$ cat src/hdl/cobs_pkg.sv
// cobs_pkg: shared types and constants for the COBS block encoder.
// Holds the engine state type, command codes, register indexes and field widths.
// No dependencies.
package cobs_pkg;

    // Engine sequencer states
    typedef enum logic [1:0] {
        ST_IDLE,   // taking words, buffering data bytes
        ST_CODE,   // sending the block code byte
        ST_DATA,   // draining stored bytes from the block store
        ST_TAIL    // sending a trailing delimiter or a lone code byte
    } t_state;

    // Input command codes (tuser bit 0)
    localparam logic CMD_DATA   = 1'b0;
    localparam logic CMD_FINISH = 1'b1;

    // Configuration register indexes
    localparam int CFG_IDX_W = 2;
    localparam logic [CFG_IDX_W-1:0] REG_DELIM = 2'd0;
    localparam logic [CFG_IDX_W-1:0] REG_DEPTH = 2'd1;

    // Field widths and fixed values
    localparam int BYTE_W      = 8;
    localparam int DEPTH_W     = 6;
    localparam int MIN_DEPTH   = 2;
    localparam int DEPTH_RESET = 63;

endpackage

$ cat src/hdl/cobs_store.sv
// cobs_store: block store RAM, one write port and one read port.
// Read data is registered. Uses cobs_pkg for byte width.
module cobs_store
    import cobs_pkg::*;
#(
    parameter int DEPTH = 63,
    parameter int AW    = 6
) (
    input  logic              i_clk,
    input  logic              i_we,
    input  logic [AW-1:0]     i_waddr,
    input  logic [BYTE_W-1:0] i_wdata,
    input  logic [AW-1:0]     i_raddr,
    output logic [BYTE_W-1:0] o_rdata
);

    logic [BYTE_W-1:0] r_mem [DEPTH];
    logic [BYTE_W-1:0] r_rdata;

    // Write port
    always_ff @(posedge i_clk) begin
        if (i_we) begin
            r_mem[i_waddr] <= i_wdata;
        end
    end

    // Registered read port
    always_ff @(posedge i_clk) begin
        r_rdata <= r_mem[i_raddr];
    end

    assign o_rdata = r_rdata;

endmodule

$ cat src/hdl/cobs_block_encoder.sv
// cobs_block_encoder: top level of the COBS block encoder.
// Depends on cobs_pkg and cobs_store (block store RAM).
//
// Usage:
//   Input stream (i_s_*): one word per item. tdata carries the data byte,
//   tuser bit 0 the command (data or finish), tuser bit 1 the flag that
//   appends the delimiter after a finish flush.
//   Output stream (o_m_*): one encoded byte per word; tuser marks a block
//   code byte, tlast marks the final word caused by one input word.
//   Config port (i_cfg_*): register 0 is the delimiter byte, register 1 the
//   block depth (low 6 bits). Always ready; write only while the block idles.
// Timing:
//   A data byte that is only buffered is taken in ST_IDLE; words may follow
//   back to back. A word that flushes a block is accepted, then the block
//   sends its output words: the code byte, the stored bytes read one per
//   cycle from the single read port of the block store while the output is
//   not stalled, and an optional delimiter or lone code byte (at most 64
//   output words), all sent through the output register.
// Reset: delimiter 0, depth 63, empty block; store contents stay undefined.
// Stall: the output register holds its word while i_m_tready is low and the
//   drain pauses; the next input word is taken while the last one waits.
module cobs_block_encoder
    import cobs_pkg::*;
#(
    parameter int MAX_BLOCK = 63
) (
    input  logic                 i_clk,
    input  logic                 i_rst_n,
    // input stream
    input  logic                 i_s_tvalid,
    output logic                 o_s_tready,
    input  logic [BYTE_W-1:0]    i_s_tdata,   // [7:0] data_byte
    input  logic [1:0]           i_s_tuser,   // [0] cmd, [1] append_delimiter
    // output stream
    output logic                 o_m_tvalid,
    input  logic                 i_m_tready,
    output logic [BYTE_W-1:0]    o_m_tdata,   // [7:0] out_byte
    output logic                 o_m_tuser,   // [0] is_code
    output logic                 o_m_tlast,
    // configuration writes
    input  logic                 i_cfg_valid,
    output logic                 o_cfg_ready,
    input  logic [CFG_IDX_W-1:0] i_cfg_index,
    input  logic [BYTE_W-1:0]    i_cfg_data
);

    localparam int FW = $clog2(MAX_BLOCK + 1);
    localparam int AW = $clog2(MAX_BLOCK);
    localparam logic [DEPTH_W-1:0] MAX_D = DEPTH_W'(MAX_BLOCK);
    localparam logic [DEPTH_W-1:0] MIN_D = DEPTH_W'(MIN_DEPTH);
    localparam logic [FW-1:0]      ONE_F = FW'(1);
    localparam logic [FW-1:0]      TWO_F = FW'(2);

    // config registers
    logic [BYTE_W-1:0]  r_delim;
    logic [DEPTH_W-1:0] r_depth;

    // engine state
    t_state             r_state, n_state;
    logic [FW-1:0]      r_fill, n_fill;
    logic [FW-1:0]      r_ptr, n_ptr;
    logic [BYTE_W-1:0]  r_byte, n_byte;
    logic               r_finish, n_finish;
    logic               r_full, n_full;
    logic               r_tail, n_tail;

    // output register
    logic               r_ovalid, n_ovalid;
    logic [BYTE_W-1:0]  r_odata;
    logic               r_ocode;
    logic               r_olast;

    // engine to output register / RAM
    logic               w_load;
    logic [BYTE_W-1:0]  w_ld_data;
    logic               w_ld_code;
    logic               w_ld_last;
    logic               w_we;
    logic [AW-1:0]      w_waddr;
    logic [BYTE_W-1:0]  w_wdata;
    logic [BYTE_W-1:0]  w_rdata;

    logic               w_accept;
    logic               w_ofree;
    logic [DEPTH_W-1:0] w_depth_c;
    logic [FW-1:0]      w_eff;
    logic               w_full;
    logic               w_is_delim;
    logic [BYTE_W-1:0]  w_fill_b;
    logic [BYTE_W-1:0]  w_code;
    logic [BYTE_W-1:0]  w_lone_code;
    logic               w_ptr_end;
    logic               w_end;

    // Block store
    cobs_store #(
        .DEPTH (MAX_BLOCK),
        .AW    (AW)
    ) u_store (
        .i_clk   (i_clk),
        .i_we    (w_we),
        .i_waddr (w_waddr),
        .i_wdata (w_wdata),
        .i_raddr (n_ptr[AW-1:0]),
        .o_rdata (w_rdata)
    );

    // Config writes
    assign o_cfg_ready = 1'b1;

    always_ff @(posedge i_clk) begin
        if (!i_rst_n) begin
            r_delim <= '0;
            r_depth <= DEPTH_W'(DEPTH_RESET);
        end else if (i_cfg_valid) begin
            unique case (i_cfg_index)
                REG_DELIM: r_delim <= i_cfg_data;
                REG_DEPTH: r_depth <= i_cfg_data[DEPTH_W-1:0];
                default: ;
            endcase
        end
    end

    // Effective depth, clamped to the supported range
    assign w_depth_c = (r_depth < MIN_D) ? MIN_D :
                       (r_depth > MAX_D) ? MAX_D : r_depth;
    assign w_eff     = w_depth_c[FW-1:0];

    assign o_s_tready = (r_state == ST_IDLE);
    assign w_accept   = i_s_tvalid && o_s_tready;
    assign w_ofree    = !r_ovalid || i_m_tready;

    assign w_full     = (r_fill >= w_eff);
    assign w_is_delim = (i_s_tdata == r_delim);

    // Code byte; a code that collides with a nonzero delimiter goes out as 0
    assign w_fill_b    = BYTE_W'(r_fill);
    assign w_code      = (w_fill_b == r_delim && r_delim != '0) ? '0 : w_fill_b;
    assign w_lone_code = (r_delim == BYTE_W'(1)) ? '0 : BYTE_W'(1);

    assign w_ptr_end = (r_ptr == r_fill - ONE_F);

    // Sequencer: next state, RAM writes, output loads
    always_comb begin
        n_state   = r_state;
        n_fill    = r_fill;
        n_ptr     = r_ptr;
        n_byte    = r_byte;
        n_finish  = r_finish;
        n_full    = r_full;
        n_tail    = r_tail;
        w_we      = 1'b0;
        w_waddr   = r_fill[AW-1:0];
        w_wdata   = i_s_tdata;
        w_load    = 1'b0;
        w_ld_data = w_code;
        w_ld_code = 1'b0;
        w_ld_last = 1'b0;
        w_end     = 1'b0;

        unique case (r_state)
            ST_IDLE: begin
                if (w_accept) begin
                    n_ptr  = ONE_F;
                    n_byte = i_s_tdata;
                    if (i_s_tuser[0] == CMD_FINISH) begin
                        if (r_fill >= TWO_F) begin
                            n_state  = ST_CODE;
                            n_finish = 1'b1;
                            n_full   = 1'b0;
                            n_tail   = i_s_tuser[1];
                        end
                    end else if (!w_is_delim && !w_full) begin
                        w_we   = 1'b1;
                        n_fill = r_fill + ONE_F;
                    end else begin
                        n_state  = ST_CODE;
                        n_finish = 1'b0;
                        n_full   = w_full;
                        n_tail   = w_full && w_is_delim;
                    end
                end
            end
            ST_CODE: begin
                // read of entry 1 is in flight during this state
                if (w_ofree) begin
                    w_load    = 1'b1;
                    w_ld_data = w_code;
                    w_ld_code = 1'b1;
                    w_ld_last = (r_fill < TWO_F) && !r_tail;
                    if (r_fill >= TWO_F) begin
                        n_state = ST_DATA;
                    end else begin
                        w_end = 1'b1;
                    end
                end
            end
            ST_DATA: begin
                if (w_ofree) begin
                    w_load    = 1'b1;
                    w_ld_data = w_rdata;
                    w_ld_last = w_ptr_end && !r_tail;
                    n_ptr     = r_ptr + ONE_F;
                    w_end     = w_ptr_end;
                end
            end
            ST_TAIL: begin
                if (w_ofree) begin
                    w_load    = 1'b1;
                    w_ld_data = r_finish ? r_delim : w_lone_code;
                    w_ld_code = !r_finish;
                    w_ld_last = 1'b1;
                    n_state   = ST_IDLE;
                end
            end
        endcase

        // End of a flush: empty block, then restart with the pending byte if a full block left one
        if (w_end) begin
            n_state = r_tail ? ST_TAIL : ST_IDLE;
            n_fill  = ONE_F;
            if (!r_finish && r_full && !r_tail) begin
                w_we    = 1'b1;
                w_waddr = AW'(1);
                w_wdata = r_byte;
                n_fill  = TWO_F;
            end
        end

        if (w_load) begin
            n_ovalid = 1'b1;
        end else if (i_m_tready) begin
            n_ovalid = 1'b0;
        end else begin
            n_ovalid = r_ovalid;
        end
    end

    // Control registers
    always_ff @(posedge i_clk) begin
        if (!i_rst_n) begin
            r_state  <= ST_IDLE;
            r_fill   <= ONE_F;
            r_ovalid <= 1'b0;
        end else begin
            r_state  <= n_state;
            r_fill   <= n_fill;
            r_ovalid <= n_ovalid;
        end
    end

    // Context and output payload
    always_ff @(posedge i_clk) begin
        r_ptr    <= n_ptr;
        r_byte   <= n_byte;
        r_finish <= n_finish;
        r_full   <= n_full;
        r_tail   <= n_tail;
        if (w_load) begin
            r_odata <= w_ld_data;
            r_ocode <= w_ld_code;
            r_olast <= w_ld_last;
        end
    end

    assign o_m_tvalid = r_ovalid;
    assign o_m_tdata  = r_odata;
    assign o_m_tuser  = r_ocode;
    assign o_m_tlast  = r_olast;

endmodule

$ cat config.mk
export PLATFORM = sky130hd
export DESIGN_NAME = cobs_block_encoder
export DESIGN_NICKNAME = d
export VERILOG_FILES = /design/src/hdl/cobs_pkg.sv /design/src/hdl/cobs_store.sv /design/src/hdl/cobs_block_encoder.sv
export SDC_FILE = /design/constraint.sdc
export NUM_CORES = 1
export LEC_CHECK = 0
export BUFFER_PORTS_ARGS = -buffer_cell sky130_fd_sc_hd__buf_2
export CAP_MARGIN = 20
export CORE_MARGIN = 5
export CORE_UTILIZATION = 52
export DETAILED_ROUTE_END_ITERATION = 7
export PLACE_DENSITY = 0.72
export SYNTH_ARGS = -nofsm -noshare
export SYNTH_HDL_FRONTEND = slang
export SYNTH_SLANG_ARGS = --single-unit
$ cat constraint.sdc
create_clock -name i_clk -period 3.55 [get_ports i_clk]
set_input_delay 0.1775 -clock i_clk [delete_from_list [all_inputs] [get_ports i_clk]]
set_output_delay 0.1775 -clock i_clk [all_outputs]
set_load 0.005 [all_outputs]
== Yosys cells after proc, flatten, opt, wreduce, memory -nomap -nowiden ==
Memories as Yosys holds them, arrays and structs flattened. A register that Yosys moved wholly into a read port is not among the register bits.
Index checks and enable logic that the tools add are counted.

* Word-level logic and storage cells: 129
* RAM bits: 504
* Register bits after elaboration: 50
* Memories: 1

{| class="wikitable"
|+ Memory list
! name !! words !! width !! read ports !! clocked after memory_dff !! wr ports !! line !! text
|-
| u_store.r_mem || 63 || 8 || 1 || 1 || 1 || cobs_store.sv:17 || <nowiki>logic [BYTE_W-1:0] r_mem [DEPTH];</nowiki>
|}

* $lt $le $gt $ge: 5
* $add $sub $neg: 3
* Mux-type cells: 61
* Reductions and logical operators: 29
* Equality and inequality tests: 17

{| class="wikitable"
|+ Operator list
! cell !! count
|-
| $mux 6 || 12
|-
| $mux 8 || 5
|-
| $mux 1 || 28
|-
| $mux 2 || 10
|-
| $pmux 8 s2 || 1
|-
| $add 6x1->6 const B || 2
|-
| $lt 6x2->1 const B || 2
|-
| $pmux 6 s2 || 1
|-
| $ne 3x3->1 const B || 3
|-
| $eq 6x8->1 || 1
|-
| $eq 8x1->1 const B || 1
|-
| $eq 8x8->1 || 1
|-
| $logic_and 1x1->1 || 8
|-
| $reduce_and 4->1 || 2
|-
| $reduce_bool 2->1 || 4
|-
| $reduce_bool 8->1 || 1
|-
| $reduce_and 7->1 || 1
|-
| $eq 6x6->1 || 1
|-
| $ge 6x2->1 const B || 1
|-
| $ge 6x6->1 || 1
|-
| $gt 6x6->1 const B || 1
|-
| $pmux 2 s3 || 1
|-
| $reduce_and 2->1 || 3
|-
| $sub 6x1->6 const B || 1
|-
| other kinds (14) || 23
|}

== Logic depth before layout (Yosys ltp) ==
* Word-level depth: 14
* Depth in mapped cells: 14

== Modules after synthesis ==
From an unflattened synthesis, not the netlist that was laid out.

* Cells, all modules: 1254
* Area total of the unflattened synthesis: 22764.3 um^2

{| class="wikitable"
|+ Modules (own cells, without submodules)
! module !! area each (um^2) !! instances !! cells an instance
|-
| cobs_store || 19806.5 || 1 || 949
|-
| cobs_block_encoder || 2957.8 || 1 || 305
|}

== Worst setup path before layout ==
OpenSTA, ideal clock, no wires.

* Path type: register to register
* Start point: reg r_fill[0]
* End point: mem u_store.r_mem[32][0] (enable)
* Library setup time: 0.395 ns
* Data arrival time: 3.406 ns
* Buffers on the path: 3
* Path slack: -0.251 ns
* Cell stages (with the launch flop): 14
* Cell sequence: dfxtp_1 buf_2 clkbuf_1 inv_1 ha_1 xnor2_1 a221oi_1 o2111ai_1 a211oi_2 o211a_1 buf_4 nand3b_1 nand2b_1 nor4_1

* Cells in the longest elaborated chain, start to end: 11
* Elaborated cells between the ends (all ways): 20

{| class="wikitable"
|+ Ends and longest elaborated chain
! item !! line !! text
|-
| start: declaration || cobs_block_encoder.sv:60 || <nowiki>logic [FW-1:0] r_fill, n_fill;</nowiki>
|-
| start signal: assignment || cobs_block_encoder.sv:247 || <nowiki>r_fill <= n_fill;</nowiki>
|-
| $ge 6x6->1 || cobs_block_encoder.sv:133 || <nowiki>assign w_full = (r_fill >= w_eff);</nowiki>
|-
| $logic_not 1->1 || cobs_block_encoder.sv:173 || <nowiki>end else if (!w_is_delim && !w_full) begin</nowiki>
|-
| $logic_and 1x1->1 || cobs_block_encoder.sv:173 ||
|-
| $mux 1 || cobs_block_encoder.sv:173 ||
|-
| $mux 1 || cobs_block_encoder.sv:166 || <nowiki>if (i_s_tuser[0] == CMD_FINISH) begin</nowiki>
|-
| $mux 1 || cobs_block_encoder.sv:163 || <nowiki>if (w_accept) begin</nowiki>
|-
| $mux 1 || cobs_block_encoder.sv:161 || <nowiki>unique case (r_state)</nowiki>
|-
| $mux 1 || cobs_block_encoder.sv:222 || <nowiki>if (!r_finish && r_full && !r_tail) begin</nowiki>
|-
| $mux 1 || cobs_block_encoder.sv:219 || <nowiki>if (w_end) begin</nowiki>
|-
| $mux 1 || cobs_store.sv:22 || <nowiki>if (i_we) begin</nowiki>
|-
| $mux 1 (not written as such) || cobs_store.sv:23 || <nowiki>r_mem[i_waddr] <= i_wdata;</nowiki>
|-
| end: declaration || cobs_store.sv:17 ||
|}

Parallel ways exist; a longest one is shown, timed or not.

== Worst setup path in the final report ==
* Start point: reg r_state[0]
* End point: reg u_store.r_rdata[6], in the netlist u_store.o_rdata[6], read port of u_store.r_mem

* Cells in the longest elaborated chain, start to end: 4
* Elaborated cells between the ends (all ways): 5

{| class="wikitable"
|+ Ends and longest elaborated chain
! item !! line !! text
|-
| start: declaration || cobs_block_encoder.sv:59 || <nowiki>t_state r_state, n_state;</nowiki>
|-
| start signal: assignment || cobs_block_encoder.sv:246 || <nowiki>r_state <= n_state;</nowiki>
|-
| $logic_not 2->1 || cobs_block_encoder.sv:129, cobs_block_encoder.sv:161 ||
|-
| $logic_and 1x1->1 || cobs_block_encoder.sv:130 || <nowiki>assign w_accept = i_s_tvalid && o_s_tready;</nowiki>
|-
| $mux 6 || cobs_block_encoder.sv:163 ||
|-
| $pmux 6 s2 (*) || cobs_block_encoder.sv:161 ||
|-
| end: declaration || cobs_store.sv:18 || <nowiki>logic [BYTE_W-1:0] r_rdata;</nowiki>
|}

Mark *: on every way between the ends. The rest lies on a longest branch, timed or not.
A chain may end at the register's enable or synchronous reset.

==> PnR_summary.wiki <==
{| class="wikitable"
! Metric !! Value
|-
| Class of the tightest hold or removal check || primary input to register
|-
| Storage cell area || 16500 um^2
|-
| Post-DP Area || 25100 um^2
|-
| Relative area change from synthesis to final layout || 16.4%
|-
| CTS H-tree lvls || 2
|-
| Detailed-route wire length per cell || 22.5 um
|-
| Final setup violation count || 0
|-
| Leak Pwr || roughly 9.6 nW
|-
| Clk Latency, worst-skew pair || 0.61 ns
|-
| Diodes inserted || 0
|-
| Horizontal die dimension || 222 um
|-
| Number of buffers added for setup after CTS || 0
|-
| CORE AREA || 44200 um^2
|-
| Die extent in y || 222 um
|-
| Internal cell power || 12.6 mW
|-
| Clock period minus final worst setup slack || 3.42 ns
|-
| Kind of end point of the critical path || register
|-
| Maximum vdd drop || 418 uV
|-
| Global-route congestion overflow total || 0
|-
| DR vias || 16000
|-
| Critical Path RT || around 4.1 ns
|-
| Count of max-cap constraint violations || 0
|-
| Clock tree from TritonCTS || yes
|-
| Combined area of the multi-input logic cells || 6250 um^2
|-
| Avg Synthesized Cell Area || 12.2 um^2
|-
| Total Routing Usage GR || 24.1%
|-
| Antenna Violating Nets Remaining || 0
|-
| Comb power frac || 30.1%
|-
| Cts bufs inserted || 55
|-
| Sink Count || 562
|-
| Mapped Area || 23300 um^2
|-
| Run status || finished, final reports clean
|-
| Synthesized flop and latch total || 562
|-
| Number of enable flip-flop cells after synthesis || 525
|-
| Crit path setup slack, layout || 0.130 ns
|-
| DRC viols || 0
|-
| Total count of max-transition violations in the final report || 0
|-
| Post-synth net total || 1941
|-
| Net switching component of the power || approximately 6.4 mW
|-
| Worst slew pin tran || roughly 0.74 ns
|-
| Crit start category || register
|-
| Top-Level Pins || 38
|-
| Top flip-flop cell by instance count after synthesis || sky130_fd_sc_hd__edfxtp_1
|-
| Syn. warnings || 0
|-
| Row Count || 77
|-
| Top fanout value on the critical path || 26
|-
| Number of distinct standard cells referenced by the synthesized netlist || 70
|-
| Routability congestion estimate from global placement || 0.981
|-
| Via count of the first global-routing pass || 15700
|-
| Fraction of layout cells with a size suffix above 1 || 14.3%
|-
| Largest net degree at the start of global routing || 64
|-
| Die area || 49100 um^2
|-
| Layout Nets || 2096
|-
| Clock Power Share || 29.5%
|-
| Number of hold violations in the final report || 0
|-
| Clock Skews || 0.0239 ns
|-
| Setup TNS || 0 ns
|-
| Fmax || ~0.3 GHz
|-
| Routed Wire Length || 60700 um
|-
| Met1 track utilization from global routing || approximately a third
|-
| Switching part of the total || about 34%
|-
| Summed area of non-filler cells in the final layout || 27100 um^2
|-
| Share of the yosys chip area belonging to registers || between 70 and 80%
|-
| Total power || 18.9 mW
|-
| Met2 usage in global routing || between 30% and 40%
|-
| Clock Root Buffer || sky130_fd_sc_hd__clkbuf_16
|-
| Part of the power in registers || 40.5%
|-
| Cells after Synth || 1901
|-
| Post-place setup slack || 0.0931 ns
|-
| Global-route layer with the greatest usage || met2
|-
| Starting density of the core || roughly 53%
|-
| Count of fill cells added during filler insertion || 3281
|-
| Number of buffers on the longest clock path || 3
|-
| Number of detailed-route iterations in the first pass || 6
|-
| Initial antenna violation count || 0
|-
| Worst slew slack as a fraction of its limit || approximately half
|-
| Proportion of register bits with asynchronous set or reset after synthesis || 0%
|-
| Period utilization || 96.3%
|-
| WP data arrival || between 3 and 4 ns
|-
| Biggest area consumer among synthesized cells || sky130_fd_sc_hd__edfxtp_1
|-
| Count of buffers inserted at the top-level ports || 36
|-
| Clock-pin slew on the worst setup and hold paths || roughly 0.060 ns
|-
| Yosys top cell area share || 67.7%
|-
| Ratio of total power to cell area || 699 nW/um^2
|-
| Starting DRC count in detailed routing || around 2200
|-
| Final HPWL from detailed placement || about 38000 um
|-
| Leading cell types by total area after synthesis || sky130_fd_sc_hd__edfxtp_1, sky130_fd_sc_hd__nand2_1, sky130_fd_sc_hd__nand3_1
|-
| Met3 track demand over resource in global routing || roughly 4%
|-
| Wire length of the first global-routing pass || 92400 um
|-
| Critical path start-end classification || register to register
|-
| Post-DR vias/cell || 5.95
|}
[cell families after synthesis]
kind of cell,Yosys count,synth area share (%)
adder cells (fa/ha/maj),15,0.806
AND/OR/NAND/NOR,862,16.2
flip-flops,562,70.9
buffers and inverters,136,2.58
XOR/XNOR,22,0.828
multiplexers,36,1.61
other,1,0.0161
AO/OA/AOI/OAI,267,7.11
[metrics by stage]
step / util (%) / hold WS (ns) / std cells
6_report: 61.3 / 0.103 / 2690
3_3_place_gp: 56.7 / 0.402 / 2567
5_1_grt: 61.3 / 0.0994 / 2690
4_1_cts: 61.1 / 0.0631 / 2690
3_5_place_dp: 56.7 / 0.405 / 2567
2_1_floorplan: - / 0.276 / 1901
[Yosys cell counts (all sizes together) (4+ instances only)]
cell type	n
edfxtp	525
nor2	96
a21oi	131
nand4b	9
nand2	492
xnor2	7
nor3	8
a311o	7
nand3b	4
o21a	5
dfxtp	37
nand4	22
nor2b	6
nand2b	6
a222oi	5
xor2	15
a41oi	6
nor4	16
inv	22
and3	11
a32oi	8
or4	5
buf	77
o31ai	4
nand3	173
o21ai	63
mux2i	28
clkbuf	36
mux2	8
a311oi	8
and2	5
a31oi	6
ha	15
[path summary, 6_finish.rpt]
kind	start	endpoint	slack [ns]	cells after the start
max	r_state[0]	u_store.o_rdata[6]	0.13	14
min	i_cfg_index[0]	r_delim[2]	0.10	5
max reg2reg	r_state[0]	u_store.o_rdata[6]	0.13	14
min reg2reg	u_store.o_rdata[7]	o_m_tdata[7]	0.54	1
[cell usage in the layout, fill, tap and decap left out, types with 5 or more instances in the layout]
cell | synthesis | routed
sky130_fd_sc_hd__clkinv_1 | 1 | 11
sky130_fd_sc_hd__nor2_4 | 0 | 5
sky130_fd_sc_hd__inv_1 | 19 | 19
sky130_fd_sc_hd__nand4b_1 | 9 | 9
sky130_fd_sc_hd__nor3_1 | 7 | 7
sky130_fd_sc_hd__dlygate4sd3_1 | 0 | 24
sky130_fd_sc_hd__a41oi_1 | 6 | 6
sky130_fd_sc_hd__a31oi_1 | 6 | 6
sky130_fd_sc_hd__and2_1 | 5 | 5
sky130_fd_sc_hd__a32oi_1 | 8 | 8
sky130_fd_sc_hd__nand4_1 | 22 | 22
sky130_fd_sc_hd__ha_1 | 15 | 14
sky130_fd_sc_hd__a21oi_1 | 131 | 131
sky130_fd_sc_hd__mux2i_1 | 27 | 27
sky130_fd_sc_hd__o21ai_0 | 63 | 63
sky130_fd_sc_hd__nand2b_1 | 6 | 6
sky130_fd_sc_hd__nand2_1 | 492 | 492
sky130_fd_sc_hd__xor2_1 | 15 | 15
sky130_fd_sc_hd__xnor2_1 | 7 | 7
sky130_fd_sc_hd__edfxtp_1 | 525 | 525
sky130_fd_sc_hd__buf_2 | 54 | 36
sky130_fd_sc_hd__buf_12 | 0 | 19
sky130_fd_sc_hd__clkbuf_16 | 0 | 56
sky130_fd_sc_hd__buf_4 | 6 | 132
sky130_fd_sc_hd__nand3_1 | 173 | 173
sky130_fd_sc_hd__dfxtp_1 | 37 | 36
sky130_fd_sc_hd__a311o_1 | 7 | 7
sky130_fd_sc_hd__nor4_1 | 16 | 15
sky130_fd_sc_hd__clkbuf_1 | 36 | 15
sky130_fd_sc_hd__mux2_2 | 8 | 8
sky130_fd_sc_hd__and3_1 | 11 | 9
sky130_fd_sc_hd__nor2_1 | 96 | 87
sky130_fd_sc_hd__a222oi_1 | 5 | 5
sky130_fd_sc_hd__clkinv_2 | 0 | 12
sky130_fd_sc_hd__a311oi_1 | 7 | 6
sky130_fd_sc_hd__o21a_1 | 5 | 5
sky130_fd_sc_hd__or4_1 | 5 | 5
[state kept, by name (all words and copies together) (netlist names), 2 cells and up]
name / cells
r_fill: 6
r_byte: 8
r_delim: 8
o_m_tdata: 8
u_store.r_mem: 504
r_state: 2
r_depth: 6
u_store.o_rdata: 8
r_ptr: 6
[worst max-delay path: stages, from the launching register on]
cell                       delay (ns)
sky130_fd_sc_hd__dfxtp_1         0.38
sky130_fd_sc_hd__inv_1           0.10
sky130_fd_sc_hd__ha_2            0.27
sky130_fd_sc_hd__buf_4           0.18
sky130_fd_sc_hd__and2_1          0.16
sky130_fd_sc_hd__a221oi_4        0.27
sky130_fd_sc_hd__buf_12          0.22
sky130_fd_sc_hd__buf_4           0.32
sky130_fd_sc_hd__buf_4           0.27
sky130_fd_sc_hd__nand2_1         0.07
sky130_fd_sc_hd__and3_1          0.16
sky130_fd_sc_hd__a311oi_1        0.37
sky130_fd_sc_hd__o21ai_0         0.17
sky130_fd_sc_hd__nand3_1         0.20
sky130_fd_sc_hd__o221a_1         0.19
[layer usage]
metal  wire, um  part of all wire (%)  vias to the layer above
met4       2650                   4.4                        0
met5          0                     0                        -
met2      28700                    47                      860
li1           -                     -                     7215
met3       5020                   8.3                      147
met1      24300                    40                     7796
[timing repair]
| action | in CTS | in global routing |
|---|---|---|
| gates resized for setup | 0 | 14 |
| endpoints found under the hold margin | 28 | 0 |
| setup endpoints to repair | 0 | 253 |
| hold buffers | 24 | 0 |
[area by class of cell]
| class | count | share of cell area [%] |
|---|---|---|
| sequential | 562 | 60.9 |
| multi-input combinational | 1203 | 23.1 |
| clock buffer | 71 | 5.38 |
| tap | 592 | 2.73 |
| clock inverter | 28 | 0.910 |
| inverter | 23 | 0.351 |
| timing repair buffer | 211 | 6.61 |
[power by group through the flow]
stage | Clock (mW) | Sequential [mW] | Combinational [mW]
CTS | 5.65 | 7.65 | 5.59
global placement | 0 | 7.79 | 5.44
global route | 5.94 | 7.67 | 6.15
detailed placement | 0 | 7.79 | 5.53
finish | 5.58 | 7.66 | 5.69
floorplan | 0 | 7.75 | 3.48
No activity file was read; power rests on OpenSTA's default activity.
